[config.mk]
export PLATFORM = sky130hd
export DESIGN_NAME = fifo_job_run_queue_top
export DESIGN_NICKNAME = d
export VERILOG_FILES = /design/src/hdl/fjrq_pkg.sv /design/src/hdl/fjrq_qcell.sv /design/src/hdl/fjrq_tcell.sv /design/src/hdl/fifo_job_run_queue_top.sv
export SDC_FILE = /design/constraint.sdc
export NUM_CORES = 2
export LEC_CHECK = 0
export BUFFER_PORTS_ARGS = -buffer_cell sky130_fd_sc_hd__buf_2
export CAP_MARGIN = 20
export CORE_AREA = 4 4 628 506
export CTS_BUF_LIST = sky130_fd_sc_hd__clkbuf_4
export DETAILED_ROUTE_END_ITERATION = 10
export DIE_AREA = 0 0 632 510
export SETUP_SLACK_MARGIN = 0.3
export SYNTH_ARGS = -nofsm -noshare
export SYNTH_HDL_FRONTEND = slang
export SYNTH_SLANG_ARGS = --single-unit
[constraint.sdc]
create_clock -name i_clk -period 5.5 [get_ports i_clk]
set_input_delay 1.1 -clock i_clk [delete_from_list [all_inputs] [get_ports i_clk]]
set_output_delay 1.1 -clock i_clk [all_outputs]
set_load 0.03 [all_outputs]
[src/hdl/fjrq_pkg.sv]
// ----------------------------------------------------------------------------
// fjrq_pkg
// Shared types and constants of the FIFO job run queue.
// ----------------------------------------------------------------------------
package fjrq_pkg;

    localparam int MaxJobsDefault = 16;
    localparam int IdBitsDefault  = 32;
    localparam int WordBits       = 32;
    localparam logic [WordBits-1:0] SliceReset = 32'd100;

    typedef enum logic [2:0] {
        REQ_ARRIVE   = 3'd0,
        REQ_COMPLETE = 3'd1,
        REQ_EXPIRE   = 3'd2,
        REQ_DISP_HD  = 3'd3,
        REQ_DISP_NM  = 3'd4,
        REQ_CHARGE   = 3'd5,
        REQ_LOOKUP   = 3'd6,
        REQ_BAD      = 3'd7
    } t_req;

    typedef enum logic [1:0] {
        ST_OK      = 2'd0,
        ST_NONE    = 2'd1,
        ST_RUNNING = 2'd2,
        ST_FULL    = 2'd3
    } t_status;

    // Queue cell command: rotate the whole row by one place, or hold.
    typedef struct packed {
        logic shift;
    } t_qctl;

endpackage

[src/hdl/fjrq_qcell.sv]
// ----------------------------------------------------------------------------
// fjrq_qcell
// One ready queue cell. Holds an id and a work snapshot, and either loads,
// takes its right neighbor's word, or holds.
// ----------------------------------------------------------------------------
module fjrq_qcell #(
    parameter int ID_BITS = fjrq_pkg::IdBitsDefault
) (
    input  logic                          i_clk,
    input  logic                          i_shift,
    input  logic                          i_load,
    input  logic [ID_BITS-1:0]            i_nb_id,
    input  logic [fjrq_pkg::WordBits-1:0] i_nb_work,
    input  logic [ID_BITS-1:0]            i_ld_id,
    input  logic [fjrq_pkg::WordBits-1:0] i_ld_work,
    output logic [ID_BITS-1:0]            o_id,
    output logic [fjrq_pkg::WordBits-1:0] o_work
);
    import fjrq_pkg::*;

    logic [ID_BITS-1:0]  r_id;
    logic [WordBits-1:0] r_work;

    always_ff @(posedge i_clk) begin
        if (i_load) begin
            r_id   <= i_ld_id;
            r_work <= i_ld_work;
        end else if (i_shift) begin
            r_id   <= i_nb_id;
            r_work <= i_nb_work;
        end
    end

    assign o_id   = r_id;
    assign o_work = r_work;
endmodule

[src/hdl/fjrq_tcell.sv]
// ----------------------------------------------------------------------------
// fjrq_tcell
// One job table cell: valid flag, id, remaining work and last run time.
// ----------------------------------------------------------------------------
module fjrq_tcell #(
    parameter int ID_BITS = fjrq_pkg::IdBitsDefault
) (
    input  logic                          i_clk,
    input  logic                          i_rst_n,
    input  logic                          i_set,
    input  logic                          i_clr,
    input  logic                          i_wr_work,
    input  logic                          i_wr_last,
    input  logic [ID_BITS-1:0]            i_id,
    input  logic [fjrq_pkg::WordBits-1:0] i_work,
    input  logic [fjrq_pkg::WordBits-1:0] i_last,
    output logic                          o_valid,
    output logic [ID_BITS-1:0]            o_id,
    output logic [fjrq_pkg::WordBits-1:0] o_work,
    output logic [fjrq_pkg::WordBits-1:0] o_last
);
    import fjrq_pkg::*;

    logic                r_valid;
    logic [ID_BITS-1:0]  r_id;
    logic [WordBits-1:0] r_work;
    logic [WordBits-1:0] r_last;

    always_ff @(posedge i_clk) begin
        if (!i_rst_n) begin
            r_valid <= 1'b0;
        end else if (i_set) begin
            r_valid <= 1'b1;
        end else if (i_clr) begin
            r_valid <= 1'b0;
        end
    end

    always_ff @(posedge i_clk) begin
        if (i_set) begin
            r_id <= i_id;
        end
        if (i_wr_work) begin
            r_work <= i_work;
        end
        if (i_wr_last) begin
            r_last <= i_last;
        end
    end

    assign o_valid = r_valid;
    assign o_id    = r_id;
    assign o_work  = r_work;
    assign o_last  = r_last;
endmodule

[src/hdl/fifo_job_run_queue_top.sv]
// ----------------------------------------------------------------------------
// fifo_job_run_queue_top
// FIFO run queue scheduler with a job table and an ordered ready queue.
// ----------------------------------------------------------------------------
// A request is taken when start is high and busy is low; busy then stays
// high until the result word is shown on o_strobe for one cycle. The next
// request can be taken while the result word is shown. The table is
// scanned one slot a cycle for the matching and the first free slot, then
// the ready queue cells rotate one place a cycle while the element position
// is searched, and the S_DONE state applies the update and forms the result.
// The receiver cannot stall.
module fifo_job_run_queue_top #(
    parameter int MAX_JOBS = fjrq_pkg::MaxJobsDefault,
    parameter int ID_BITS  = fjrq_pkg::IdBitsDefault
) (
    input  logic                          i_clk,
    input  logic                          i_rst_n,
    input  logic                          start,
    output logic                          busy,
    input  logic                          i_cfg_valid,
    output logic                          o_cfg_ready,
    input  logic [fjrq_pkg::WordBits-1:0] i_cfg_data,
    input  logic [2:0]                    i_req_type,
    input  logic [ID_BITS-1:0]            i_job_id,
    input  logic [fjrq_pkg::WordBits-1:0] i_amount,
    input  logic [fjrq_pkg::WordBits-1:0] i_now_time,
    output logic                          o_strobe,
    output logic [1:0]                    o_status,
    output logic [ID_BITS-1:0]            o_out_job_id,
    output logic [fjrq_pkg::WordBits-1:0] o_grant_time,
    output logic [fjrq_pkg::WordBits-1:0] o_work_left,
    output logic [fjrq_pkg::WordBits-1:0] o_last_run,
    output logic                          o_job_done,
    output logic [4:0]                    o_queue_count,
    output logic [ID_BITS-1:0]            o_running_id
);
    import fjrq_pkg::*;

    localparam int SW = $clog2(MAX_JOBS);
    localparam int LW = $clog2(MAX_JOBS + 1);

    typedef enum logic [1:0] {S_IDLE, S_SCAN, S_QWALK, S_DONE} t_state;

    t_state              r_state;
    logic [SW:0]         r_cnt;
    t_req                r_req;
    logic [ID_BITS-1:0]  r_id;
    logic [WordBits-1:0] r_amt;
    logic [WordBits-1:0] r_now;
    logic [WordBits-1:0] r_slice;
    logic [LW-1:0]       r_len;
    logic [ID_BITS-1:0]  r_cur;
    logic                r_hit;
    logic [SW-1:0]       r_hslot;
    logic                r_free;
    logic [SW-1:0]       r_fslot;
    logic                r_qhit;
    logic [LW-1:0]       r_qpos;
    logic [ID_BITS-1:0]  r_qid;
    logic [WordBits-1:0] r_qwork;
    logic                r_strobe;
    logic [1:0]          r_status;
    logic [ID_BITS-1:0]  r_oid;
    logic [WordBits-1:0] r_grant;
    logic [WordBits-1:0] r_wleft;
    logic [WordBits-1:0] r_lrun;
    logic                r_done;

    logic [MAX_JOBS-1:0] t_valid;
    logic [ID_BITS-1:0]  t_id   [MAX_JOBS];
    logic [WordBits-1:0] t_work [MAX_JOBS];
    logic [WordBits-1:0] t_last [MAX_JOBS];
    logic [MAX_JOBS-1:0] t_set, t_clr, t_ww, t_wl;
    logic [WordBits-1:0] n_twork, n_tlast;

    logic [ID_BITS-1:0]  q_id   [MAX_JOBS];
    logic [WordBits-1:0] q_work [MAX_JOBS];
    logic [MAX_JOBS-1:0] q_shift, q_load;
    logic [ID_BITS-1:0]  n_ldid;
    logic [WordBits-1:0] n_ldwork;
    t_qctl               qctl;

    logic [SW-1:0]       scan_i;
    logic [SW-1:0]       slot;
    logic                slot_ok;
    logic [WordBits-1:0] sw_work;
    logic [WordBits-1:0] charged;
    logic [WordBits-1:0] snap;
    logic                push;
    logic [LW-1:0]       n_len;
    logic [ID_BITS-1:0]  n_cur;
    logic [1:0]          n_status;
    logic [ID_BITS-1:0]  n_oid;
    logic [WordBits-1:0] n_grant;
    logic                n_done;
    logic                n_keep;
    logic                qwalk_end;

    assign scan_i = r_cnt[SW-1:0];

    genvar g;
    generate
        for (g = 0; g < MAX_JOBS; g++) begin : g_cells
            fjrq_tcell #(.ID_BITS(ID_BITS)) u_t (
                .i_clk(i_clk), .i_rst_n(i_rst_n),
                .i_set(t_set[g]), .i_clr(t_clr[g]),
                .i_wr_work(t_ww[g]), .i_wr_last(t_wl[g]),
                .i_id(r_id), .i_work(n_twork), .i_last(n_tlast),
                .o_valid(t_valid[g]), .o_id(t_id[g]),
                .o_work(t_work[g]), .o_last(t_last[g])
            );
            // Queue cells rotate: cell g takes cell g+1, the last takes cell 0.
            fjrq_qcell #(.ID_BITS(ID_BITS)) u_q (
                .i_clk(i_clk),
                .i_shift(q_shift[g]), .i_load(q_load[g]),
                .i_nb_id(q_id[(g + 1) % MAX_JOBS]),
                .i_nb_work(q_work[(g + 1) % MAX_JOBS]),
                .i_ld_id(n_ldid), .i_ld_work(n_ldwork),
                .o_id(q_id[g]), .o_work(q_work[g])
            );
        end
    endgenerate

    // The queue walk rotates the whole row MAX_JOBS times, so it ends where
    // it started; the element in cell 0 is inspected each cycle. Removal
    // is done in the S_DONE state by shifting cells from the found position.
    assign qwalk_end = (r_cnt == (SW + 1)'(MAX_JOBS - 1));
    assign qctl.shift = (r_state == S_QWALK);

    assign slot    = r_hit ? r_hslot : r_fslot;
    assign slot_ok = r_hit || (r_free && r_req == REQ_ARRIVE);
    assign sw_work = t_work[slot];
    assign charged = (sw_work > r_amt) ? sw_work - r_amt : '0;

    always_comb begin
        t_set = '0; t_clr = '0; t_ww = '0; t_wl = '0;
        q_shift = '0; q_load = '0;
        n_twork = r_amt; n_tlast = r_now;
        n_ldid = r_id; n_ldwork = r_amt;
        snap = r_amt; push = 1'b0;
        n_len = r_len; n_cur = r_cur;
        n_status = ST_NONE; n_oid = '0; n_grant = '0; n_done = 1'b0;
        n_keep = 1'b0;
        if (qctl.shift) begin
            q_shift = '1;
        end
        if (r_state == S_DONE) begin
            unique case (r_req)
                REQ_ARRIVE: begin
                    if (r_id != '0) begin
                        if (!r_hit && !r_free) begin
                            n_status = ST_FULL;
                        end else begin
                            t_set[slot] = !r_hit;
                            t_ww[slot] = 1'b1;
                            t_wl[slot] = 1'b1;
                            push = !r_qhit;
                            n_status = ST_OK;
                            n_keep = 1'b1;
                        end
                    end
                end
                REQ_COMPLETE: begin
                    if (r_cur == r_id) begin
                        n_cur = '0;
                    end
                    if (r_hit) begin
                        t_clr[slot] = 1'b1;
                    end
                    n_status = (r_hit || r_qhit) ? ST_OK : ST_NONE;
                end
                REQ_EXPIRE: begin
                    if (r_hit && r_cur == r_id) begin
                        t_wl[slot] = 1'b1;
                        n_cur = '0;
                        snap = sw_work;
                        push = !r_qhit;
                        n_status = ST_OK;
                        n_keep = 1'b1;
                    end
                end
                REQ_DISP_HD, REQ_DISP_NM: begin
                    if (r_cur != '0) begin
                        n_status = ST_RUNNING;
                    end else if (r_qhit) begin
                        n_cur = r_qid;
                        if (r_hit) begin
                            t_wl[slot] = 1'b1;
                            n_grant = (r_slice < r_qwork) ? r_slice : r_qwork;
                            n_oid = r_qid;
                            n_status = ST_OK;
                            n_keep = 1'b1;
                        end
                    end
                end
                REQ_CHARGE: begin
                    if (r_hit) begin
                        t_ww[slot] = 1'b1;
                        n_twork = charged;
                        if (charged == '0) begin
                            n_done = 1'b1;
                            n_cur = '0;
                        end
                        n_status = ST_OK;
                        n_keep = 1'b1;
                    end
                end
                REQ_LOOKUP: begin
                    if (r_hit) begin
                        n_oid = r_id;
                        n_status = ST_OK;
                        n_keep = 1'b1;
                    end
                end
                default: begin
                end
            endcase
            // Removal from the queue closes the gap by one shift.
            if (r_qhit && (r_req == REQ_COMPLETE ||
                    ((r_req == REQ_DISP_HD || r_req == REQ_DISP_NM) && r_cur == '0))) begin
                for (int k = 0; k < MAX_JOBS; k++) begin
                    if (LW'(k) >= r_qpos && LW'(k + 1) < r_len) begin
                        q_shift[k] = 1'b1;
                    end
                end
                n_len = r_len - LW'(1);
            end
            if (push && r_len < LW'(MAX_JOBS)) begin
                n_ldwork = snap;
                q_load[r_len[SW-1:0]] = 1'b1;
                n_len = r_len + LW'(1);
            end
        end
    end

    always_ff @(posedge i_clk) begin
        if (!i_rst_n) begin
            r_state  <= S_IDLE;
            r_len    <= '0;
            r_cur    <= '0;
            r_slice  <= SliceReset;
            r_strobe <= 1'b0;
            r_cnt    <= '0;
        end else begin
            r_strobe <= 1'b0;
            if (i_cfg_valid && o_cfg_ready) begin
                r_slice <= i_cfg_data;
            end
            unique case (r_state)
                S_IDLE: begin
                    if (start) begin
                        r_req   <= t_req'(i_req_type);
                        r_id    <= (t_req'(i_req_type) == REQ_DISP_HD) ? q_id[0] : i_job_id;
                        r_amt   <= i_amount;
                        r_now   <= i_now_time;
                        r_hit   <= 1'b0;
                        r_free  <= 1'b0;
                        r_qhit  <= 1'b0;
                        r_cnt   <= '0;
                        r_state <= S_SCAN;
                    end
                end
                S_SCAN: begin
                    if (t_valid[scan_i] && t_id[scan_i] == r_id && !r_hit) begin
                        r_hit   <= 1'b1;
                        r_hslot <= scan_i;
                    end
                    if (!t_valid[scan_i] && !r_free) begin
                        r_free  <= 1'b1;
                        r_fslot <= scan_i;
                    end
                    if (r_cnt == (SW + 1)'(MAX_JOBS - 1)) begin
                        r_cnt   <= '0;
                        r_state <= S_QWALK;
                    end else begin
                        r_cnt <= r_cnt + 1'b1;
                    end
                end
                S_QWALK: begin
                    if (!r_qhit && LW'(r_cnt) < r_len &&
                            ((r_req == REQ_DISP_HD) || q_id[0] == r_id)) begin
                        r_qhit  <= 1'b1;
                        r_qpos  <= LW'(r_cnt);
                        r_qid   <= q_id[0];
                        r_qwork <= q_work[0];
                    end
                    if (qwalk_end) begin
                        r_state <= S_DONE;
                    end else begin
                        r_cnt <= r_cnt + 1'b1;
                    end
                end
                S_DONE: begin
                    r_len    <= n_len;
                    r_cur    <= n_cur;
                    r_strobe <= 1'b1;
                    r_status <= n_status;
                    r_oid    <= n_oid;
                    r_grant  <= n_grant;
                    r_done   <= n_done;
                    r_wleft  <= n_keep ? (r_req == REQ_CHARGE ? charged :
                                (r_req == REQ_ARRIVE ? r_amt : sw_work)) : '0;
                    r_lrun   <= n_keep ? ((r_req == REQ_CHARGE || r_req == REQ_LOOKUP) ?
                                t_last[slot] : r_now) : '0;
                    r_state  <= S_IDLE;
                end
                default: r_state <= S_IDLE;
            endcase
        end
    end

    // Head dispatch uses the slot of the queued id; scan with that id.
    // The scan runs before the walk, so a head dispatch resolves the table
    // entry by matching the head id, loaded into r_id at acceptance time.

    assign busy          = (r_state != S_IDLE);
    assign o_cfg_ready   = (r_state == S_IDLE);
    assign o_strobe      = r_strobe;
    assign o_status      = r_status;
    assign o_out_job_id  = r_oid;
    assign o_grant_time  = r_grant;
    assign o_work_left   = r_wleft;
    assign o_last_run    = r_lrun;
    assign o_job_done    = r_done;
    assign o_queue_count = 5'(r_len);
    assign o_running_id  = r_cur;
endmodule

==> flow_metrics.tcl <==
set metrics [dict create \
    syn_to_final_growth_pct 19.2 \
    io_pins 306 \
    firstDrtPassIters 7 \
    period_minus_slack_ns 5.68 \
    antenna_found_initial 9 \
    layout_setup_ws_ns -0.176 \
    ys_ff_latch 2963 \
    r2r_setup_slack_ns -0.18 \
    synth_fa_ha_area_share_pct 0.813 \
    multi_input_area_um2 35100 \
    routabilityCongestion 0.889 \
    dieArea_um2 322000 \
    crit_fanout 16 \
    finalSetupViolCount 32 \
    cts_buffers 732 \
    rsz0062_at_grt "true" \
    cap_violations 0 \
    rr_endpoint "o_running_id[22]" \
    grt_max_degree 201 \
    synth_ff_type "edfxtp_1" \
    regArea_um2 88100 \
    drc_errors 0 \
    end_kind "flop" \
    synth_top_cell_by_area "edfxtp_1" \
    worstRegToRegCells 25 \
    synthesis.nets 8339 \
    layout.cells.non_filler 14100 \
    vias 78200 \
    crit_buf_inv 9 \
    avgSynthCellArea_um2 15.3 \
    clock_latency_ns 1.57 \
    drv_slew 0 \
    die_height_um 510 \
    grt_pass1_wl_mm 529 \
    crit_arrival_ns 7.08 \
    holdCritStartpoint "i_cfg_valid" \
    dp_cells 12600 \
    chipWidth_um 632 \
    coreArea_um2 312000 \
    synth_top_family_by_area "multiplexers" \
    slowest_delay_ns 0.52 \
    syn_area_um2 124000 \
    num_rows 184 \
    ys_types 74 \
    min_delay_worst_endpoint "r_slice[29]" \
    nFillCells 27100 \
    cts_tree "yes" \
    fin_skew_ns 0.175 \
    grt_usage_pct 22.0 \
    slew_headroom_pct 24.3 \
    viasPerCell 5.54 \
    synth.area.top_cells "edfxtp_1 (69%), mux2_2 (9.7%), nand2_1 (3.9%), mux4_2 (3.0%), nand3_1 (2.3%)" \
    h-tree-depth 6 \
    path_delay_family "compound AO/OA/AOI/OAI gates" \
    synth_warnings 0 \
    gr-total-overflow 0 \
    final_cell_mix "edfxtp_1 (2,870), nand2_1 (1,260), mux2_2 (1,060)" \
    synth-edff-count 2870 \
    finalHoldViolCount 0 \
    clk_pin_slew_ns 0.08 \
    crit_type "flop to flop" \
    synth.area.mux_share_pct 12.9 \
    hold_depth 4 \
    synth_compound_area_share_pct 4.31 \
    peakVddDrop_mv 0.248 \
    drt_iter0_markers 7697 \
    ys_async_sr_fraction_pct 0 \
    worstPathRequired_ns 6.90 \
    violations "setup timing" \
    status "complete, but fails checks" \
    hpwl_mm 211 \
    yosysTopAreaCellShare_pct 69.5 \
    ant_nets 0 \
    synth-simple-area-share_pct 7.96 \
    post_synth_xor_area_fraction_pct 0.897 \
    syn_inst 8124 \
    fin_nets 9595 \
    port_buffers 305 \
    cts.sinks 2963 \
    final_common_cell "edfxtp_1" \
    tightest_slew_ns 1.14 \
    clockRootBuffer "clkbuf_4" \
    wirelength_mm 366 \
    clockBufferDepth 4 \
    initial_core_util_pct 39.7 \
    p_per_area_nw_per_um2 427 \
    fmax_ghz 0.176 \
    crit_path_top_delay_cell "or4_4" \
    crit_top_cell "buf_12" \
    layout-drive-gt1-share_pct 36.3 \
    ys_seq_area_share_pct 71.0 \
    drt-wirelength-per-cell_um 25.9 \
    hold_path.class "input port to flop" \
    cp-start-kind "flop" \
    hold_ws_ns 0.195 \
    finalPower_mw 63.2 \
    power.leakage_nw 51.1 \
    period_share_pct 103 \
    grt_pass1_vias 78400 \
    worstReg2RegStart "r_hit" \
]
## cell type report
| cell class | count | area share [%] |
|---|---|---|
| clock inverters | 232 | 1.14 |
| inverters | 85 | 0.216 |
| diodes | 9 | 0.0152 |
| clock buffers | 1035 | 5.25 |
| well taps | 4185 | 3.54 |
| repair buffers | 1107 | 6.52 |
| flip-flops and latches | 2963 | 59.5 |
| multi-input cells | 4491 | 23.8 |
## flip-flops by register name (all words and copies together), names as in the netlist, 512 cells and up
signal and cells:
g_cells.u_q.o_id 512, g_cells.u_q.o_work 512, g_cells.u_t.o_id 512, g_cells.u_t.o_last 512, g_cells.u_t.o_work 512
## worst max path at each step
stage	start	to	slack [ns]	cells after the start
2_1_floorplan	r_hit	o_running_id[10]	0.30	22
3_3_place_gp	r_hit	o_running_id[14]	-0.36	23
3_5_place_dp	r_hit	o_running_id[13]	-0.42	24
4_1_cts	r_hit	o_running_id[13]	-0.12	24
5_1_grt	r_hit	o_running_id[13]	-0.36	25
6_report	r_hit	o_running_id[22]	-0.18	25
## metrics by stage
stage	setup slack, ns	utilization, %	area, um2	TNS [ns]
after global routing	-0.363	47.4	148000	-9.85
after CTS	-0.118	47.0	147000	-2.29
after global placement	-0.356	43.1	134000	-30.67
after detailed placement	-0.422	43.1	134000	-12.58
after floorplan	0.304	-	124000	0
final	-0.176	47.4	148000	-4.30
## worst register-to-register path, cell delays in order, from the launching register on
cell	delay [ns]
edfxtp_1	0.43
buf_6	0.15
mux2i_4	0.18
buf_12	0.17
buf_12	0.15
buf_12	0.15
buf_12	0.14
clkbuf_16	0.15
nand2_1	0.07
nand3_1	0.12
a311oi_2	0.29
a31oi_1	0.09
buf_4	0.16
ha_4	0.15
a21o_1	0.21
a31oi_4	0.14
a21boi_2	0.21
or4b_4	0.47
or2_1	0.22
a311o_1	0.27
a211o_1	0.29
or4_4	0.52
a2111oi_4	0.27
buf_12	0.22
buf_16	0.25
o31ai_1	0.11
## kinds of logic (layout without fill, tap and decap cells)
kind of cell | after synthesis | in the layout
flops | 2963 | 2963
simple gates | 2283 | 2283
mux | 1263 | 1266
compound gates | 735 | 735
buf+inv | 673 | 2459
xor+xnor | 127 | 127
fa+ha+maj | 80 | 80
other cells | 0 | 9
## power by group
part	switching [mW]	internal, mW
sequential	0.927	28.0
combinational	9.24	6.18
clock	9.03	9.81
total	19.2	44.0
## synth_stat cells (7+ instances only)
| cell | n |
|---|---|
| o21bai_1 | 8 |
| o31ai_2 | 10 |
| a32oi_1 | 33 |
| o211ai_1 | 7 |
| ha_1 | 79 |
| nor4_1 | 39 |
| xor2_1 | 71 |
| nand2b_1 | 9 |
| o31ai_1 | 77 |
| buf_2 | 14 |
| nor3_1 | 18 |
| dfxtp_1 | 93 |
| buf_1 | 42 |
| a21boi_0 | 33 |
| edfxtp_1 | 2870 |
| buf_6 | 9 |
| xnor2_1 | 56 |
| a21o_1 | 25 |
| and2_1 | 11 |
| a311oi_1 | 160 |
| mux2i_1 | 36 |
| o21a_1 | 34 |
| mux2_2 | 1063 |
| a22o_1 | 32 |
| nand3_1 | 566 |
| o21ai_0 | 90 |
| a21oi_1 | 114 |
| inv_1 | 83 |
| nand2_1 | 1297 |
| and3_1 | 69 |
| a211oi_1 | 30 |
| mux4_2 | 164 |
| clkbuf_1 | 519 |
| or3_1 | 7 |
| nor2b_1 | 13 |
| a31oi_1 | 45 |
| nor2_1 | 185 |
| nand4_1 | 48 |
## layer usage
metal  up-vias  part of all wire, %  GRT usage [%]  wire length [um]
met1     40300                   43           30.6            157000
met3       591                  7.4           4.18             27000
met4         6                  2.8           6.61             10100
met2      3243                   47           35.1            172000
met5         -               0.0096              0                35
li1      34100                    -              -                 -
## timing repair
action	CTS	global route
hold buffers	135	0
endpoints found under the hold margin	133	0
pin swaps	35	20
setup buffers	61	14
cloned	16	11
setup endpoints to repair	246	528
resized for setup	132	134
No activity file was read; power rests on OpenSTA's default activity.
